===== config.mk =====
export PLATFORM = sky130hd
export DESIGN_NAME = gpio_port_edge_interrupt_top
export DESIGN_NICKNAME = d
export VERILOG_FILES = /design/src/rtl/gpe_pkg.sv /design/src/rtl/gpe_core.sv /design/src/rtl/gpio_port_edge_interrupt_top.sv
export SDC_FILE = /design/constraint.sdc
export NUM_CORES = 1
export LEC_CHECK = 0
export BUFFER_PORTS_ARGS = -buffer_cell sky130_fd_sc_hd__buf_2
export CORE_ASPECT_RATIO = 1.2
export CORE_MARGIN = 3
export CORE_UTILIZATION = 45
export DETAILED_ROUTE_END_ITERATION = 7
export HOLD_SLACK_MARGIN = 0.02
export RECOVER_POWER = 100
export SYNTH_ARGS = -nofsm -noshare
export SYNTH_HDL_FRONTEND = slang
export SYNTH_SLANG_ARGS = --single-unit

===== constraint.sdc =====
create_clock -name clk -period 7.4 [get_ports clk]
set_input_delay 1.48 -clock clk [delete_from_list [all_inputs] [get_ports clk]]
set_output_delay 1.48 -clock clk [all_outputs]
set_load 0.03 [all_outputs]

===== src/rtl/gpe_pkg.sv =====
// Shared types and constants for the GPIO port with edge interrupts.
package gpe_pkg;

    localparam logic [1:0] CMD_WRITE = 2'd0;
    localparam logic [1:0] CMD_READ  = 2'd1;
    localparam logic [1:0] CMD_TICK  = 2'd2;

    localparam logic [7:0] ADDR_IN   = 8'h20;
    localparam logic [7:0] ADDR_OUT  = 8'h21;
    localparam logic [7:0] ADDR_DIR  = 8'h22;
    localparam logic [7:0] ADDR_IFG  = 8'h23;
    localparam logic [7:0] ADDR_IES  = 8'h24;
    localparam logic [7:0] ADDR_IE   = 8'h25;
    localparam logic [7:0] ADDR_SEL  = 8'h26;
    localparam logic [7:0] ADDR_REN  = 8'h27;
    localparam logic [7:0] ADDR_SEL2 = 8'h41;

    localparam logic [1:0] EV_NONE = 2'd0;
    localparam logic [1:0] EV_ON   = 2'd1;
    localparam logic [1:0] EV_OFF  = 2'd2;

    localparam int PIN_A = 0;
    localparam int PIN_B = 6;
    localparam int PIN_F = 3;

    typedef struct packed {
        logic [1:0] command;
        logic [7:0] address;
        logic [7:0] write_data;
        logic [7:0] ext_enable;
        logic [7:0] ext_level;
    } item_t;

    typedef struct packed {
        logic [7:0] read_data;
        logic       irq_request;
        logic [1:0] pin0_event;
        logic [1:0] pin6_event;
        logic [7:0] pin_levels;
    } result_t;

    typedef struct packed {
        logic [7:0] pin_in;
        logic [7:0] pin_out;
        logic [7:0] dir;
        logic [7:0] flag;
        logic [7:0] edge_select;
        logic [7:0] irq_enable;
        logic [7:0] select;
        logic [7:0] select2;
        logic [7:0] pull_enable;
        logic       shadow_p0;
        logic       shadow_p6;
        logic       shadow_p3;
    } port_state_t;

endpackage


===== src/rtl/gpe_core.sv =====
// Next-state and result logic for one bus access or evaluation tick.
module gpe_core
(
    input  gpe_pkg::port_state_t state,
    input  gpe_pkg::item_t       item,
    output gpe_pkg::port_state_t state_next,
    output gpe_pkg::result_t     result
);

    logic [7:0] pin_new;
    logic [7:0] rise;
    logic [7:0] fall;
    logic [7:0] edges;
    logic [7:0] read_mux;
    logic       mapped;

    always_comb
    begin
        mapped   = 1'b1;
        read_mux = 8'h00;
        case (item.address)
            gpe_pkg::ADDR_IN:   read_mux = state.pin_in;
            gpe_pkg::ADDR_OUT:  read_mux = state.pin_out;
            gpe_pkg::ADDR_DIR:  read_mux = state.dir;
            gpe_pkg::ADDR_IFG:  read_mux = state.flag;
            gpe_pkg::ADDR_IES:  read_mux = state.edge_select;
            gpe_pkg::ADDR_IE:   read_mux = state.irq_enable;
            gpe_pkg::ADDR_SEL:  read_mux = state.select;
            gpe_pkg::ADDR_REN:  read_mux = state.pull_enable;
            gpe_pkg::ADDR_SEL2: read_mux = state.select2;
            default:            mapped   = 1'b0;
        endcase
    end

    // Pulled inputs follow the output bit; external bias overrides both ways.
    assign pin_new = ((~state.dir & state.pull_enable & state.pin_out)
                      | (item.ext_enable & item.ext_level))
                     & ~(item.ext_enable & ~item.ext_level);
    assign rise  = ~state.pin_in & pin_new & ~state.edge_select;
    assign fall  = state.pin_in & ~pin_new & state.edge_select;
    assign edges = state.irq_enable & (rise | fall);

    always_comb
    begin
        state_next = state;
        result     = '0;
        case (item.command)
            gpe_pkg::CMD_WRITE:
            begin
                case (item.address)
                    gpe_pkg::ADDR_IN:   state_next.pin_in      = item.write_data;
                    gpe_pkg::ADDR_OUT:  state_next.pin_out     = item.write_data;
                    gpe_pkg::ADDR_DIR:  state_next.dir         = item.write_data;
                    gpe_pkg::ADDR_IFG:  state_next.flag        = item.write_data;
                    gpe_pkg::ADDR_IES:  state_next.edge_select = item.write_data;
                    gpe_pkg::ADDR_IE:   state_next.irq_enable  = item.write_data;
                    gpe_pkg::ADDR_SEL:  state_next.select      = item.write_data;
                    gpe_pkg::ADDR_REN:  state_next.pull_enable = item.write_data;
                    gpe_pkg::ADDR_SEL2: state_next.select2     = item.write_data;
                    default:            state_next = state;
                endcase
            end
            gpe_pkg::CMD_READ:
            begin
                result.read_data = mapped ? read_mux : 8'h00;
            end
            gpe_pkg::CMD_TICK:
            begin
                if (state.dir[gpe_pkg::PIN_A])
                begin
                    state_next.shadow_p0 = state.pin_out[gpe_pkg::PIN_A];
                    if (state.pin_out[gpe_pkg::PIN_A] && !state.shadow_p0)
                        result.pin0_event = gpe_pkg::EV_ON;
                    else if (!state.pin_out[gpe_pkg::PIN_A] && state.shadow_p0)
                        result.pin0_event = gpe_pkg::EV_OFF;
                end
                if (state.dir[gpe_pkg::PIN_B])
                begin
                    state_next.shadow_p6 = state.pin_out[gpe_pkg::PIN_B];
                    if (state.pin_out[gpe_pkg::PIN_B] && !state.shadow_p6)
                        result.pin6_event = gpe_pkg::EV_ON;
                    else if (!state.pin_out[gpe_pkg::PIN_B] && state.shadow_p6)
                        result.pin6_event = gpe_pkg::EV_OFF;
                end
                if (state.irq_enable[gpe_pkg::PIN_F])
                begin
                    state_next.shadow_p3 = state.flag[gpe_pkg::PIN_F];
                    if (state.flag[gpe_pkg::PIN_F] && !state.shadow_p3)
                        result.irq_request = 1'b1;
                end
                if (pin_new != state.pin_in)
                begin
                    state_next.pin_in = pin_new;
                    if ((edges != 8'h00) && (edges != state.flag))
                    begin
                        state_next.flag    = state.flag | edges;
                        result.irq_request = 1'b1;
                    end
                end
            end
            default:
            begin
                state_next = state;
            end
        endcase
        result.pin_levels = state_next.pin_in;
    end

endmodule


===== src/rtl/gpio_port_edge_interrupt_top.sv =====
// Top level of the eight-pin GPIO port with edge interrupts.
// Each accepted beat's result is captured in the result register.
// Throughput: one beat per cycle unless result_ready stalls the output; the single port-state update sets that figure.
// The result register lets a new beat in while the previous result is taken.
// Reset (rst_n low, asynchronous) clears every port register, the shadow bits
// and the result valid flag.
module gpio_port_edge_interrupt_top
(
    input  logic             clk,
    input  logic             rst_n,
    input  logic             item_valid,
    output logic             item_ready,
    input  gpe_pkg::item_t   item,
    output logic             result_valid,
    input  logic             result_ready,
    output gpe_pkg::result_t result
);

    // All nine port registers and the three shadow bits live in one struct.
    gpe_pkg::port_state_t state_reg;
    gpe_pkg::port_state_t state_next;
    gpe_pkg::result_t     result_reg;
    gpe_pkg::result_t     result_next;
    logic                 valid_reg;
    logic                 accept;

    // The output register may be refilled in the same cycle its beat leaves.
    assign item_ready = !valid_reg || result_ready;
    assign accept     = item_valid && item_ready;

    // Every command is handled by a few byte-wide gates in one pass.
    gpe_core u_core
    (
        .state      (state_reg),
        .item       (item),
        .state_next (state_next),
        .result     (result_next)
    );

    always_ff @(posedge clk or negedge rst_n)
    begin
        if (!rst_n)
        begin
            state_reg <= '0;
            valid_reg <= 1'b0;
        end
        else
        begin
            if (accept)
            begin
                state_reg <= state_next;
                valid_reg <= 1'b1;
            end
            else if (result_ready)
            begin
                valid_reg <= 1'b0;
            end
        end
    end

    // The result payload needs no reset; it is qualified by valid_reg.
    always_ff @(posedge clk)
    begin
        if (accept)
        begin
            result_reg <= result_next;
        end
    end

    assign result_valid = valid_reg;
    assign result       = result_reg;

endmodule


==> impl_metrics.json, run 1 <==
{
  "dpl-instance-area_mm2": 0.00580,
  "crit_path_end": "state_reg[61]$_DFFE_PN0P_",
  "cts_root_buf": "clkbuf_16",
  "skew_ns": 0.00708,
  "areaGrowthSynthToFinish_pct": 10.8,
  "synthArstFlopShare": 0.784,
  "ys.flop_type": "dfrtp_1",
  "post-route-util": 0.512,
  "synth_edf_count": 21,
  "start_util": 0.462,
  "place_hpwl_um": 10200,
  "io_buffer_count": 60,
  "crit_chain": "clkbuf_1 > nand2b_1 > nor4_1 > mux2_2",
  "synthTopCellsByCount": "dfrtp_1 (76), mux2_2 (62), nand2_1 (54), inv_1 (27)",
  "reg2reg_to": "state_reg[49]$_DFFE_PN0P_",
  "cp.required_ns": 7.64,
  "first_global_vias": 3936,
  "syn_nets": 526,
  "grt_start_max_net_pins": 77,
  "drc_errors": 0,
  "core-area_mm2": 0.0116,
  "slew_headroom": -0.644,
  "die_area_mm2": 0.0133,
  "power_frac_comb": 0.125,
  "crit_path_max_fanout": 29,
  "grt_setup_unrepaired": "no",
  "slowest_delay_ns": 1.96,
  "grt_pass1_wl_um": 22400,
  "antenna_cells": 0,
  "min_period_ns": 5.00,
  "p_leak_nw": 2.68,
  "nets": 585,
  "vdd.ir_drop.worst_v": 0.0000949,
  "synth_top_area_cell": "dfrtp_1",
  "power.net_switching_uw": 321,
  "cts.clk_slew.worst_paths_ns": 0.06,
  "end_kind": "flip-flop",
  "finalCritPeriodShare": 0.676,
  "setup_violations": 0,
  "tightestPinTransition_ns": 2.44,
  "ioPinCount": 61,
  "drt_iter0_markers": 242,
  "rrSetupSlack_ns": 3.86,
  "drt-pass1-iter-count": 5,
  "tns_ns": 0,
  "power_frac_clock": 0.381,
  "postCtsSetupBuffers": 0,
  "setup_ws_ns": 2.40,
  "cts_tree": "built",
  "grt-busiest-layer": "met2",
  "drive_gt1_frac": 0.212,
  "hold_viol": 0,
  "synth_top_area_frac": 0.354,
  "routed_wl_um": 14500,
  "fp.dieW_um": 106,
  "critPathKind": "in2reg",
  "maxCapViolCount": 4,
  "crit_slowest_cell": "nor4_1",
  "largest_register_ffs": 75,
  "cts.sinks": 97,
  "cts_resized": 0,
  "pwr_density_cell_mw_per_mm2": 202,
  "cts_buffer_depth": 2,
  "timing.rr.start": "state_reg[59]$_DFFE_PN0P_",
  "synth_area_per_cell_um2": 11.6,
  "fill_cells": 1097,
  "fmax_mhz": 200,
  "post_synth_inst_count": 464,
  "overflow": 0,
  "rows": 43,
  "crit_path_start_kind": "primary input",
  "pre_cts_ws_ns": 3.17,
  "wire_per_inst_um": 21.2,
  "yosysUniqueCellTypes": 48,
  "gr-usage-met3": 0.0379,
  "use_met2": 0.344,
  "yosysSeqAreaShare": 0.472,
  "dr_total_vias": 4017,
  "reg2regPathDepth": 11,
  "dieHeight_um": 126,
  "p_seq_frac": 0.493,
  "ys_ff_latch": 97,
  "clk_latency_ns": 0.35,
  "fin_area_mm2": 0.00595,
  "worstPathArrival_ns": 5.24,
  "status": "complete, but fails checks",
  "antenna_left": 0,
  "cts_buffers": 9,
  "hold_buffers": 0,
  "viasPerCell": 5.86,
  "grt_use_met1": 0.308,
  "internal-power_uw": 879,
  "violations": "capacitance limit, slew limit",
  "synth_area_mm2": 0.00537,
  "power_mw": 1.20,
  "swShare": 0.267,
  "hp-class": "reg2reg",
  "place_congestion": 0.893,
  "antenna_found_initial": 0,
  "synth-warning-count": 0,
  "synth.most_common_cell": "dfrtp_1",
  "track_usage": 0.223,
  "cp-startpoint": "item[24]",
  "htreeDepth": 3,
  "synthTopCellsByArea": "dfrtp_1 (35%), mux2_2 (13%), edfxtp_1 (12%), ha_1 (5.6%), mux2i_1 (4.5%)",
  "slew_viol_final": 33
}
how the worst min path moves through the flow:
stage	start	to	depth (start not counted)	slack, ns
floorplan	state_reg[13]$_DFFE_PN0P_	state_reg[13]$_DFFE_PN0P_	1	0.46
global placement	state_reg[14]$_DFFE_PN0P_	state_reg[14]$_DFFE_PN0P_	1	0.47
detailed placement	state_reg[14]$_DFFE_PN0P_	state_reg[14]$_DFFE_PN0P_	1	0.48
CTS	state_reg[14]$_DFFE_PN0P_	state_reg[14]$_DFFE_PN0P_	1	0.50
global route	state_reg[15]$_DFFE_PN0P_	state_reg[15]$_DFFE_PN0P_	1	0.50
finish	state_reg[15]$_DFFE_PN0P_	state_reg[15]$_DFFE_PN0P_	1	0.49
cells in the final DEF (no fill, tap or decap), drive strengths merged, types with 3 or more instances in the layout:
cell type / Yosys / final
a21oi: 17 / 17
a221o: 4 / 4
a22oi: 15 / 15
a31oi: 3 / 3
buf: 9 / 34
clkbuf: 4 / 37
clkinv: 0 / 3
dfrtp: 76 / 76
edfxtp: 21 / 21
ha: 24 / 24
inv: 27 / 27
mux2: 73 / 73
mux2i: 24 / 24
nand2: 54 / 54
nand2b: 6 / 6
nand3: 13 / 13
nand4: 4 / 4
nor2: 16 / 16
nor2b: 5 / 5
nor3: 5 / 5
nor3b: 4 / 4
nor4: 4 / 4
nor4bb: 7 / 7
o211ai: 5 / 5
o21ai: 17 / 17
o22a: 8 / 8
o31ai: 3 / 3
metrics by stage:
stage | cells | hold slack, ns
final | 685 | 0.493
after global routing | 685 | 0.505
after CTS | 685 | 0.496
after detailed placement | 669 | 0.482
after global placement | 669 | 0.474
after floorplan | 464 | 0.465
kinds of logic (layout without fill, tap and decap cells):
| logic type | count (synthesis) | in the layout | synth area share |
|---|---|---|---|
| buf+inv | 40 | 104 | 0.0322 |
| simple gates | 124 | 124 | 0.134 |
| fa+ha+maj | 24 | 24 | 0.0560 |
| mux | 97 | 97 | 0.198 |
| compound gates | 82 | 82 | 0.108 |
| flops | 97 | 97 | 0.472 |
critical path, delay by kind of cell:
kind / cells / cell delay [ns]
buffers and inverters: 1 / 1.05
multiplexers: 1 / 0.46
AND/OR/NAND/NOR: 2 / 2.24
area by class of cell:
type | instances | area [um^2] | share of cell area
multi-input combinational | 327 | 2550 | 0.430
clock inverter | 6 | 58.8 | 0.00989
inverter | 27 | 101 | 0.0170
tap | 157 | 196 | 0.0330
sequential | 97 | 2530 | 0.426
timing repair buffer | 61 | 274 | 0.0461
clock buffer | 10 | 229 | 0.0385
power groups by stage:
stage | registers, mW | logic [mW] | clock network [mW]
final | 0.592 | 0.150 | 0.458
after global routing | 0.594 | 0.167 | 0.483
after CTS | 0.591 | 0.158 | 0.461
after detailed placement | 0.601 | 0.156 | 0
after global placement | 0.600 | 0.153 | 0
after floorplan | 0.610 | 0.0821 | 0
routing by layer:
metal	vias up	part of all wire
met5	-	0
met4	0	0.029
met3	28	0.055
met2	147	0.46
met1	2006	0.45
li1	1836	-
Note: power is estimated with default switching activity, not from simulation.
==> run 2, diff against run 1 <==
Clock period 7.4 ns to 5.13 ns, I/O delays scaled along.
==> run 2 against run 1 <==
  * Worst setup slack worse by 1.3 ns
  * The run still ends with capacitance limit, slew limit left
  * Clock power grew 56%
  * Clock skew barely moved
  * Wire length decreased by 1.6%
  * Combinational power rose by 47%
  * First-iteration DRC count up 19%
  * Largest power group unchanged
  * Non-clock buffer count grew 2
  * Sequential power up 44%
==> impl_metrics.json, run 2 (synthesis results as in run 1) <==
{
  "post-route-util": 0.517,
  "finalNonFillerCells": 686,
  "nets": 587,
  "htreeDepth": 3,
  "die_area_mm2": 0.0133,
  "status": "complete, but fails checks",
  "place_congestion": 0.888,
  "fill_cells": 1079,
  "fp.dieW_um": 106,
  "drt_iter0_markers": 289,
  "hold_viol": 0,
  "power.net_switching_uw": 457,
  "internal-power_mw": 1.33,
  "power_frac_clock": 0.400,
  "ioPinCount": 61,
  "dieHeight_um": 126,
  "slew_viol_final": 95,
  "cts_resized": 0,
  "first_global_vias": 4048,
  "vdd.ir_drop.worst_v": 0.000120,
  "drive_gt1_frac": 0.217,
  "swShare": 0.256,
  "crit_path_max_fanout": 29,
  "grt_setup_unrepaired": "no",
  "grt_start_max_net_pins": 77,
  "p_leak_nw": 2.71,
  "dr_total_vias": 3985,
  "reg2regPathDepth": 11,
  "worstPathArrival_ns": 4.22,
  "routed_wl_um": 14300,
  "multi_input_area_mm2": 0.00258,
  "critPathKind": "in2reg",
  "finalCritPeriodShare": 0.779,
  "whs_ns": 0.498,
  "skew_ns": 0.00752,
  "overflow": 0,
  "antenna_left": 0,
  "timing.rr.start": "state_reg[64]$_DFFE_PN0P_",
  "fmax_mhz": 250,
  "p_seq_frac": 0.477,
  "areaGrowthSynthToFinish_pct": 11.9,
  "reg2reg_to": "state_reg[44]$_DFFE_PN0P_",
  "cts_root_buf": "clkbuf_16",
  "pwr_density_cell_mw_per_mm2": 298,
  "viasPerCell": 5.81,
  "tightestPinTransition_ns": 2.62,
  "core-area_mm2": 0.0116,
  "end_kind": "flip-flop",
  "place_hpwl_um": 10200,
  "crit_path_start_kind": "primary input",
  "dp_cells": 671,
  "cts.clk_slew.worst_paths_ns": 0.06,
  "track_usage": 0.227,
  "crit_slowest_cell": "nor4_1",
  "crit_chain": "buf_2 > nand2b_1 > nor4_1 > mux2_2",
  "fin_area_mm2": 0.00600,
  "dpl-instance-area_mm2": 0.00582,
  "cts_buffer_depth": 2,
  "violations": "capacitance limit, slew limit",
  "min_from": "state_reg[18]$_DFFE_PN0P_",
  "cp-startpoint": "item[24]",
  "setup_violations": 0,
  "slew_headroom": -0.762,
  "layout_commonest_cell": "dfrtp_1",
  "min_period_ns": 3.99,
  "clk_latency_ns": 0.35,
  "drc_errors": 0,
  "hold_depth": 1,
  "seqCellArea_mm2": 0.00253,
  "tns_ns": 0,
  "crit_path_end": "state_reg[61]$_DFFE_PN0P_",
  "drt-pass1-iter-count": 5,
  "maxCapViolCount": 3,
  "cts.sinks": 97,
  "hold_buffers": 0,
  "slowest_delay_ns": 2.05,
  "rows": 43,
  "largest_register_ffs": 75,
  "grt_pass1_wl_um": 22900,
  "power_frac_comb": 0.123,
  "start_util": 0.462,
  "cts_tree": "built",
  "io_buffer_count": 60,
  "cts_buffers": 9,
  "postCtsSetupBuffers": 0,
  "cp.required_ns": 5.36,
  "antenna_found_initial": 0,
  "antenna_cells": 0,
  "hp-class": "reg2reg",
  "rrSetupSlack_ns": 1.71,
  "final_cell_mix": "dfrtp_1 (76), mux2_2 (60), nand2_1 (54)",
  "wire_per_inst_um": 20.8
}
run 2: cell types whose count changed in the layout (fill, tap and decap cells not counted), moves of 2 or more:
cell,before,now
clkinv_2,2,0
clkinvlp_4,2,0
mux2_1,15,13
mux2_2,58,60
run 2: power groups by stage:
stage | logic [mW] | clock network, mW | registers [mW]
finish | 0.220 | 0.714 | 0.853
global placement | 0.224 | 0 | 0.865
detailed placement | 0.228 | 0 | 0.866
floorplan | 0.118 | 0 | 0.880
global route | 0.246 | 0.748 | 0.857
CTS | 0.231 | 0.718 | 0.851
run 2: worst min-delay path by stage:
stage                     slack (ns)                         to
final                           0.50  state_reg[18]$_DFFE_PN0P_
after global placement          0.47  state_reg[14]$_DFFE_PN0P_
after global routing            0.52  state_reg[15]$_DFFE_PN0P_
after CTS                       0.50  state_reg[13]$_DFFE_PN0P_
after floorplan                 0.46  state_reg[13]$_DFFE_PN0P_
after detailed placement        0.48  state_reg[17]$_DFFE_PN0P_
run 2: layout make-up:
class                      count  share of cell area
tap                          157              0.0327
clock inverter                 4              0.0113
timing repair buffer          63              0.0473
inverter                      27              0.0169
multi-input combinational    327               0.430
sequential                    97               0.422
clock buffer                  11              0.0404
run 2: layer usage:
metal  global-route usage  share of wire
met4               0.0739          0.025
met5                    0              0
met3               0.0390          0.061
met1                0.316           0.45
met2                0.362           0.47
run 2: worst max-delay path, delay by kind of cell:
family	cells	cell delay, ns
buf+inv	1	0.49
mux	1	0.46
simple gates	2	2.24
run 2: stage by stage:
stage / power [mW] / worst slack, ns
3_5_place_dp: 1.09 / 1.47
4_1_cts: 1.80 / 1.82
2_1_floorplan: 0.998 / 1.91
3_3_place_gp: 1.09 / 1.54
6_report: 1.79 / 1.14
5_1_grt: 1.85 / 0.997
